$ cat config.mk
export PLATFORM = sky130hd
export DESIGN_NAME = rhh_front
export DESIGN_NICKNAME = d
export VERILOG_FILES = /design/src/hw/rtl/rhh_pkg.sv /design/src/hw/rtl/rhh_front.sv
export SDC_FILE = /design/constraint.sdc
export NUM_CORES = 1
export LEC_CHECK = 0
export ABC_AREA = 1
export BUFFER_PORTS_ARGS = -buffer_cell sky130_fd_sc_hd__buf_2
export CAP_MARGIN = 20
export CORE_MARGIN = 5
export CORE_UTILIZATION = 60
export DETAILED_ROUTE_END_ITERATION = 6
export PLACE_DENSITY_LB_ADDON = 0.25
export SLEW_MARGIN = 20
export SYNTH_ARGS = -nofsm -noshare
export SYNTH_HDL_FRONTEND = slang
export SYNTH_SLANG_ARGS = --single-unit
$ cat constraint.sdc
create_clock -name clk_i -period 12.5 [get_ports clk_i]
set_input_delay 0 -clock clk_i [delete_from_list [all_inputs] [get_ports clk_i]]
set_output_delay 0 -clock clk_i [all_outputs]
set_load 0.05 [all_outputs]
$ cat src/hw/rtl/rhh_pkg.sv
`timescale 1ns / 1ps
// ----------------------------------------------------------------------------
// Robin Hood hash table package
// Shared constants, operation and status codes, the job type and the FNV-1a
// step function.
// ----------------------------------------------------------------------------
package rhh_pkg;

  // Default configuration of the table.
  localparam int TABLE_SLOTS_DEF = 256;
  localparam int KEY_BYTES_DEF   = 8;
  localparam int VALUE_BITS_DEF  = 32;

  // Port widths.
  localparam int IN_W    = 104;
  localparam int OUT_W   = 112;
  localparam int CFG_W   = 9;
  localparam int COUNT_W = 9;
  localparam logic [CFG_W-1:0] MAX_ENTRIES_RST = 9'd192;

  // FNV-1a constants. The prime is 2^40 + 0x1b3.
  localparam logic [63:0] FNV_BASIS   = 64'hcbf29ce484222325;
  localparam logic [63:0] FNV_PRIME_LO = 64'h00000000000001b3;

  // Operation codes.
  localparam logic [1:0] FUNC_LOOKUP = 2'd0;
  localparam logic [1:0] FUNC_PUT    = 2'd1;
  localparam logic [1:0] FUNC_REMOVE = 2'd2;
  localparam logic [1:0] FUNC_CLEAR  = 2'd3;

  // Result status codes.
  localparam logic [2:0] ST_HIT      = 3'd0;
  localparam logic [2:0] ST_MISS     = 3'd1;
  localparam logic [2:0] ST_INSERTED = 3'd2;
  localparam logic [2:0] ST_UPDATED  = 3'd3;
  localparam logic [2:0] ST_REJECTED = 3'd4;
  localparam logic [2:0] ST_REMOVED  = 3'd5;
  localparam logic [2:0] ST_CLEARED  = 3'd6;

  // A classified and hashed operation handed from front to back.
  typedef struct packed {
    logic [1:0]  func;
    logic [63:0] key;
    logic [3:0]  len;
    logic [31:0] value;
    logic [63:0] hash;
  } rhh_job_t;

  // One FNV-1a byte step: xor the byte in, then multiply by the prime.
  function automatic logic [63:0] fnv_step(logic [63:0] h, logic [7:0] b);
    logic [63:0] x;
    x = h ^ {56'd0, b};
    return (x << 40) + (x * FNV_PRIME_LO);
  endfunction

endpackage

$ cat src/hw/rtl/rhh_front.sv
`timescale 1ns / 1ps
// ----------------------------------------------------------------------------
// Robin Hood hash table front end
// Accepts operations, trims the key to its length, hashes it one byte per
// cycle and places the job in a two-entry queue for the back end.
// ----------------------------------------------------------------------------
module rhh_front #(
  parameter int KEY_BYTES = rhh_pkg::KEY_BYTES_DEF
) (
  input  logic                     clk_i,
  input  logic                     rst_ni,
  input  logic                     in_valid_i,
  output logic                     in_ready_o,
  input  logic [rhh_pkg::IN_W-1:0] in_data_i,
  output logic                     job_valid_o,
  output rhh_pkg::rhh_job_t        job_o,
  input  logic                     job_pop_i
);

  localparam logic [3:0] LEN_MAX = 4'(KEY_BYTES);

  localparam logic [1:0] F_IDLE = 2'd0;
  localparam logic [1:0] F_HASH = 2'd1;
  localparam logic [1:0] F_PUSH = 2'd2;

  logic [1:0]        st_q, st_d;
  logic [2:0]        byte_q, byte_d;
  rhh_pkg::rhh_job_t job_q, job_d;
  rhh_pkg::rhh_job_t q_mem_q [2];
  logic              wr_q, rd_q;
  logic [1:0]        cnt_q;
  logic              push, pop;
  logic [3:0]        len_sat;
  logic [63:0]       key_mask;

  assign in_ready_o  = (st_q == F_IDLE);
  assign push        = (st_q == F_PUSH) && (cnt_q != 2'd2);
  assign pop         = job_pop_i && (cnt_q != 2'd0);
  assign job_valid_o = (cnt_q != 2'd0);
  assign job_o       = q_mem_q[rd_q];

  // Saturate the length and mask off key bytes beyond it.
  always_comb begin
    len_sat = (in_data_i[69:66] > LEN_MAX) ? LEN_MAX : in_data_i[69:66];
    for (int b = 0; b < 8; b++) begin
      key_mask[8*b +: 8] = (4'(b) < len_sat) ? 8'hff : 8'h00;
    end
  end

  // Accept, hash and hand over.
  always_comb begin
    st_d   = st_q;
    byte_d = byte_q;
    job_d  = job_q;
    unique case (st_q)
      F_IDLE: begin
        if (in_valid_i) begin
          job_d.func  = in_data_i[1:0];
          job_d.key   = in_data_i[65:2] & key_mask;
          job_d.len   = len_sat;
          job_d.value = in_data_i[101:70];
          job_d.hash  = (in_data_i[1:0] == rhh_pkg::FUNC_CLEAR) ? 64'd0 : rhh_pkg::FNV_BASIS;
          byte_d      = 3'd0;
          st_d = (in_data_i[1:0] == rhh_pkg::FUNC_CLEAR || len_sat == 4'd0) ? F_PUSH : F_HASH;
        end
      end
      F_HASH: begin
        job_d.hash = rhh_pkg::fnv_step(job_q.hash, job_q.key[8*byte_q +: 8]);
        byte_d     = byte_q + 3'd1;
        if ({1'b0, byte_q} + 4'd1 == job_q.len) begin
          st_d = F_PUSH;
        end
      end
      F_PUSH: begin
        if (push) begin
          st_d = F_IDLE;
        end
      end
      default: st_d = F_IDLE;
    endcase
  end

  // Control registers.
  always_ff @(posedge clk_i or negedge rst_ni) begin
    if (!rst_ni) begin
      st_q   <= F_IDLE;
      byte_q <= 3'd0;
      wr_q   <= 1'b0;
      rd_q   <= 1'b0;
      cnt_q  <= 2'd0;
    end else begin
      st_q   <= st_d;
      byte_q <= byte_d;
      if (push) begin
        wr_q <= ~wr_q;
      end
      if (pop) begin
        rd_q <= ~rd_q;
      end
      cnt_q <= cnt_q + {1'b0, push} - {1'b0, pop};
    end
  end

  // Payload registers.
  always_ff @(posedge clk_i) begin
    job_q <= job_d;
    if (push) begin
      q_mem_q[wr_q] <= job_q;
    end
  end

`ifndef NO_ASSERTIONS
  a_cnt_range: assert property (@(posedge clk_i) disable iff (!rst_ni) cnt_q <= 2'd2)
    else $error("job queue overflow");
  a_pop_valid: assert property (@(posedge clk_i) disable iff (!rst_ni)
    job_pop_i |-> cnt_q != 2'd0)
    else $error("pop from empty job queue");
  a_hash_len: assert property (@(posedge clk_i) disable iff (!rst_ni)
    st_q == F_HASH |-> {1'b0, byte_q} < job_q.len)
    else $error("hash step beyond key length");
`endif

endmodule

==> metrics.md, run 1 <==
| Metric | Value |
|---|---|
| Run status | completed |
| M1 wire length | 36000 um |
| Worst-path clk slew | 0.07 ns |
| Total Wirelength | 89000 um |
| Num CTS Buffers | 52 |
| Final GP Congestion | 1.01 |
| Final #Nets | 4241 |
| Post-Synth Simple-Gate Area | 0.178 |
| Worst path bufs/invs | 4 |
| Max Cap Viol | 0 |
| Via density per instance | 5.29 |
| Setup TNS | 0 ns |
| Critical path capture point type | flop |
| Gr ovfl total | 0 |
| Multi-input logic area | 14300 um^2 |
| Die width | 241 um |
| Unrepaired setup endpoints after global routing | no |
| CP Launch Type | flop |
| Post-detailed-route wirelength per cell | 20.0 um |
| Syn avg cell area | 9.75 um^2 |
| CTS root buffer | clkbuf_16 |
| Vias in the first global route | 23807 |
| #FFs+latches synth | 507 |
| Fill count | 3851 |
| Io pins | 276 |
| Slowest CP cell | dfrtp_1 |
| Metal3 WL | 7070 um |
| H-tree levels | 2 |
| Req. time, crit path | 12.85 ns |
| Worst-skew pair later-pin latency | 0.61 ns |
| Hold-fix buffers at CTS | 145 |
| Worst Clk Skew | 0.0302 ns |
| First-pass GRT wire length | 134000 um |
| CTS tree | yes |
| DRT Pass-1 Iters | 6 |
| Die Area | 58200 um^2 |
| Met2 WL post-DR | 42500 um |
| Crit-path most repeated cell | ha_1 |
| Final worst path period need | 7.28 ns |
| Seq. cell area | 15200 um^2 |
| DP HPWL | 66700 um |
| Die height | 241 um |
| Slew Viols, Final | 0 |
| Commonest non-fill, non-tap cells in the layout | nand2_1, inv_1, edfxtp_1, buf_2, fa_1 |
| Core Area | 52800 um^2 |
| Crit-path max cell delay | 0.73 ns |
| Min-Delay Path Class | input port to flop |
| Cell Area, Synth | 32100 um^2 |
| Async set or reset register ratio after synthesis | 0.0178 |
| Final worst-path cycle share | 0.582 |
| Synth Area in XOR/XNOR | 0.0169 |
| Global Route Usage Sum | 0.306 |
| Initial DRC Count | 1947 |
| Initial Util | 0.609 |
| Mapped Nets | 3815 |
| Clock Tree Buf Depth | 3 |
| Largest net degree at the start of global routing | 96 |
| Slew margin rel. | 0.264 |
| Uppermost layer routed | met4 |
| Initial antenna violation count | 0 |
| Predominant post-synthesis flop cell | edfxtp_1 |
| Post-CTS Setup Inserts | 0 |
| Area growth syn-to-layout | 16.1% |
| Final instance area | 37300 um^2 |
| Placed instance area | 34200 um^2 |
| Mux share of post-synthesis cell area | 0 |
| Synth Area in Adders | 0.215 |
| CTS sink count | 507 |
| I/O Buffers | 273 |
| Seq/Total Area, Yosys | 0.473 |
| Rows | 84 |
| Resized Gates After CTS | 0 |
| Hold Violations, Final | 0 |
| Largest family of logic cells by synthesized area | adder cells |
| Fmax | 0.137 GHz |
| Post-synth EDFFs | 498 |
| Post-DRT Antenna Nets | 0 |
| Share of cells above drive strength 1 | 0.116 |
| Commonest non-fill, non-tap cell in the layout | nand2_1 |
| Post-synthesis compound-gate area fraction | 0.0330 |
| Crit-path leading delay family | adder cells |
| Gate Count Post-Synth | 3294 |
| Critical-path cell list | clkinv_1, o221ai_1, o21ai_1, xor2_1, inv_1, ha_1, xor2_1, ha_1, a21oi_1, fa_1, fa_1, inv_1, ha_1, ha_1, nand2_2, inv_1, a21oi_2, o21bai_1, nand2_1, nand3_2, a21oi_1, nand2_1, nand2_1, nor2_1 |
| CP max FO | 11 |
| WP data arrival | 7.62 ns |
| DRC viols | 0 |
| DR vias | 23518 |
| Antenna fix cells | 0 |
| Crit Path Category | flop to flop |
| Final setup viols | 0 |
| Slew of the pin with the lowest slew margin | 1.10 ns |
| Yosys cell types | 49 |
| Synth warn | 0 |
==> cell families (layout without fill, tap and decap cells) <==
kind of cell,after synthesis,in the layout
flip-flops,507,507
buffers and inverters,703,1169
XOR/XNOR,56,56
adder cells (fa/ha/maj),413,413
AND/OR/NAND/NOR,1429,1429
AO/OA/AOI/OAI,186,186
==> layer usage <==
| metal | vias up | GRT usage |
|---|---|---|
| met5 | - | 0 |
| met4 | 0 | 0.107 |
| met3 | 173 | 0.0571 |
| met2 | 971 | 0.505 |
| met1 | 11210 | 0.412 |
| li1 | 11164 | - |
==> flip-flops by register name (all words and copies together), names as in the netlist <==
| register | flops |
|---|---|
| cnt_q | 2 |
| job_q | 166 |
| q_mem_q | 332 |
| wr_q | 1 |
| rd_q | 1 |
| byte_q | 3 |
| st_q | 2 |
==> cells in the mapped netlist, types with 6 or more instances <==
cell type | number | area [um^2]
nor2_1 | 205 | 769
o21bai_1 | 10 | 75.1
xnor2_1 | 20 | 175
ha_1 | 181 | 2260
nand2_1 | 1071 | 4020
o21ai_0 | 51 | 255
nor3_2 | 7 | 70.1
nor2_2 | 13 | 81.3
nand3_2 | 8 | 80.1
nand4_1 | 15 | 93.8
a21o_1 | 6 | 45.0
dfrtp_1 | 9 | 225
fa_1 | 232 | 4640
nand3_1 | 78 | 390
o21ai_1 | 17 | 85.1
o22ai_1 | 7 | 43.8
nand3b_1 | 6 | 45.0
inv_1 | 629 | 2360
edfxtp_1 | 498 | 15000
buf_2 | 6 | 30.0
inv_2 | 8 | 30.0
nand2_2 | 9 | 56.3
xor2_1 | 32 | 280
a21oi_1 | 76 | 380
clkbuf_1 | 45 | 169
==> final cells by class <==
class / count / share of cell area
clock buffer: 62 / 0.0365
tap: 688 / 0.0231
sequential: 507 / 0.407
timing repair buffer: 433 / 0.0786
clock inverter: 32 / 0.00718
multi-input combinational: 2084 / 0.383
inverter: 642 / 0.0648
==> worst paths after layout <==
kind,startpoint,end,slack [ns],cells after the start
max reg2reg,byte_q[2],job_q[36],5.22,24
min in group asynchronous,rst_ni,wr_q,0.46,3
max,byte_q[2],job_q[36],5.22,24
min reg2reg,job_q[85],q_mem_q[0][85],0.44,0
min,in_data_i[70],job_q[64],0.11,2
max in group asynchronous,rst_ni,rd_q,11.71,3
==> worst register-to-register path, cell delays in order, from the launching register on <==
cell      delay [ns]
dfrtp_1         0.73
clkinv_1        0.57
o221ai_1        0.36
o21ai_1         0.26
xor2_1          0.69
inv_1           0.21
ha_1            0.43
xor2_1          0.19
ha_1            0.20
a21oi_1         0.17
fa_1            0.48
fa_1            0.50
inv_1           0.04
ha_1            0.27
ha_1            0.36
nand2_2         0.14
inv_1           0.06
a21oi_2         0.21
o21bai_1        0.10
nand2_1         0.09
nand3_2         0.18
a21oi_1         0.55
nand2_1         0.11
nand2_1         0.08
nor2_1          0.08
==> stage by stage <==
stage               worst slack (ns)  std cells  utilization  hold WS [ns]
floorplan                       4.28       3294            -        -0.296
global placement                5.46       4209        0.649        -0.136
detailed placement              5.43       4209        0.649        -0.134
CTS                             5.39       4448        0.707        0.0840
global route                    4.95       4448        0.707        0.0988
finish                          5.22       4448        0.707         0.108
Power of run 1 is not shown: default switching activity piles up to over one toggle a cycle in this logic, so the estimate is an artifact.
==> inputs of run 2 (changes only) <==
ABC_AREA = 0   (was 1)
CORE_UTILIZATION = 55   (was 60)
clock period = 6.2 ns   (was 12.5 ns; I/O delays follow)
==> run 2 against run 1 <==
Against the previous run:
- the flow now finishes with violations (negative setup slack)
- design area about the same
- core utilization decreased by 1.6 points
- hold slack got worse by 0.025 ns
- sequential share of layout area about the same
- setup slack got worse by 5.3 ns
- non-clock buffer count increased by 120
- first-iteration DRC count decreased by 18%
- critical endpoint is now job_q[53]
- highest routed layer unchanged
==> metrics.md, run 2 <==
| Metric | Value |
|---|---|
| Run status | finished, violations left |
| Failing checks | negative setup slack |
| DR vias | 19251 |
| CP max FO | 6 |
| Rows | 85 |
| Die width | 243 um |
| Worst-skew pair later-pin latency | 0.64 ns |
| Num CTS Buffers | 54 |
| Final worst-path cycle share | 1.01 |
| Synth top cells by count | edfxtp_1, inv_1, fa_1 |
| Io pins | 276 |
| Area growth syn-to-layout | 24.4% |
| Unrepaired setup endpoints after global routing | yes |
| Global Route Usage Sum | 0.260 |
| Critical-path cell list | buf_12, buf_6, mux4_2, mux2i_4, xnor2_2, ha_2, buf_6, xor2_2, ha_1, fa_1, fa_1, ha_4, ha_4, a21oi_4, nand3_2, or3_4, a31o_4, a211oi_4, o311ai_4, a41o_1, xnor2_1, o21ai_1 |
| Critical path capture point type | flop |
| Gate Count Post-Synth | 2160 |
| CTS root buffer | clkbuf_16 |
| Clock Tree Buf Depth | 3 |
| Min-Delay Path Class | input port to flop |
| Crit-path max cell delay | 0.58 ns |
| Post-route worst setup slack | -0.0460 ns |
| Fmax | 0.160 GHz |
| Vias in the first global route | 20605 |
| Fill count | 3640 |
| Req. time, crit path | 6.52 ns |
| Final #Nets | 3228 |
| Initial DRC Count | 1601 |
| Post-detailed-route wirelength per cell | 22.5 um |
| Final worst path period need | 6.25 ns |
| DP HPWL | 55600 um |
| Total Wirelength | 77500 um |
| Synth top area share | 0.499 |
| Initial antenna violation count | 1 |
| Slew margin rel. | 0.301 |
| Final GP Congestion | 0.987 |
| Post-DRT Antenna Nets | 0 |
| Biggest regs | q_mem_q: 332 flops, job_q: 166 flops, byte_q: 3 flops |
| Max reg flops | 332 |
| CTS sink count | 507 |
| Initial Util | 0.556 |
| Slew Viols, Final | 0 |
| CTS tree | yes |
| Syn avg cell area | 13.9 um^2 |
| DRT Pass-1 Iters | 6 |
| Slowest CP cell | fa_1 |
| Worst-path clk slew | 0.06 ns |
| WHS | 0.0838 ns |
| Mapped Nets | 2681 |
| Slew of the pin with the lowest slew margin | 1.04 ns |
| #FFs+latches synth | 507 |
| Yosys cell types | 65 |
| Predominant post-synthesis flop cell | edfxtp_1 |
| Commonest non-fill, non-tap cell in the layout | edfxtp_1 |
| Post-synth EDFFs | 498 |
| Hold Violations, Final | 0 |
| Core Area | 53900 um^2 |
| First-pass GRT wire length | 120000 um |
| Cell Area, Synth | 30000 um^2 |
| Max Cap Viol | 0 |
| Via density per instance | 5.58 |
| Async set or reset register ratio after synthesis | 0.0178 |
| Largest net degree at the start of global routing | 125 |
| Commonest non-fill, non-tap cells in the layout | edfxtp_1, inv_1, buf_2, fa_1, mux2_2 |
| Pre-CTS setup slack | -0.326 ns |
| I/O Buffers | 273 |
| Top area cells in the synthesized netlist | edfxtp_1, fa_1, ha_1 |
| WP data arrival | 6.57 ns |
| Die Area | 59300 um^2 |
| CP Launch Type | flop |
| H-tree levels | 2 |
| Most common cell in the synthesized netlist | edfxtp_1 |
| Synth warn | 0 |
| Die height | 243 um |
| Worst Clk Skew | 0.0678 ns |
| Gr ovfl total | 0 |
| Seq/Total Area, Yosys | 0.506 |
| Post-synth top area cell | edfxtp_1 |
| Final setup viols | 2 |
| Crit Path Category | flop to flop |
| DRC viols | 0 |
| Largest reg by FF count | q_mem_q |
| Share of cells above drive strength 1 | 0.299 |
[run 2: cell count changes after synthesis, moves of 13 or more]
cell | previous run | this run
a21o_1 | 6 | 32
and2_1 | 4 | 21
inv_1 | 629 | 323
mux2_2 | 0 | 166
mux4_2 | 0 | 16
nand2_1 | 1071 | 58
nand3_1 | 78 | 18
nor2_1 | 205 | 78
nor2_2 | 13 | 0
nor2b_1 | 0 | 64
o21ai_1 | 17 | 3
xnor2_1 | 20 | 51
xor2_1 | 32 | 53
[run 2: critical path: cells and delay by family (launching register included)]
family / cells / cell delay [ns]
AOI/OAI and AO/OA: 6 / 1.29
xor gates and xnor gates: 3 / 0.47
adders and majority gates: 6 / 2.13
buffers and inverters: 3 / 0.35
DFF: 1 / 0.42
muxes: 2 / 0.80
and+or+nand+nor: 2 / 0.46
[run 2: cells by family after synthesis]
group | synth area share
flip-flops | 0.506
adder cells (fa/ha/maj) | 0.230
buffers and inverters | 0.0484
AND/OR/NAND/NOR | 0.0526
AO/OA/AOI/OAI | 0.0537
multiplexers | 0.0781
XOR/XNOR | 0.0304
[run 2: repair_timing]
action / CTS / global route
cloned: 0 / 0
buffers inserted: 17 / 17
pin swaps: 36 / 63
setup endpoints to repair: 32 / 40
hold endpoints to repair: 119 / 0
hold buffers: 125 / 0
resized for setup: 63 / 99
[run 2: path summary, 6_finish.rpt]
check                              startpoint              to  slack (ns)  depth (start not counted)
worst max-delay path                byte_q[0]       job_q[53]       -0.05                         22
worst min-delay path            in_data_i[88]       job_q[82]        0.08                          2
worst max register to register      byte_q[0]       job_q[53]       -0.05                         22
worst min register to register      job_q[86]  q_mem_q[1][86]        0.43                          0
max in group asynchronous              rst_ni            rd_q        5.43                          3
min in group asynchronous              rst_ni       byte_q[0]        0.42                          3
[run 2: layout make-up]
class | count | area [um^2] | area share
inverters | 323 | 1210 | 0.0325
clock buffers | 67 | 1420 | 0.0381
flip-flops and latches | 507 | 15200 | 0.407
repair buffers | 553 | 3910 | 0.105
well taps | 696 | 871 | 0.0234
multi-input cells | 1268 | 14300 | 0.384
diodes | 2 | 5.00 | 0.000134
clock inverters | 33 | 373 | 0.0100
[run 2: metrics by stage]
stage	setup TNS (ns)	instance area, um^2	utilization	instances
6_report	-0.0561	37300	0.691	3449
5_1_grt	-2.92	37300	0.691	3448
4_1_cts	-0.0300	36600	0.678	3431
3_5_place_dp	-3.32	33000	0.612	3190
3_3_place_gp	-1.25	33000	0.612	3190
2_1_floorplan	-824.47	30000	-	2160
[run 2: metal layers]
layer  routed length [um]  track usage
met1                32700        0.368
met2                37400        0.425
met3                 5090       0.0391
met4                 2280       0.0734
met5                    0            0
Power of run 2 is left out for the same reason.
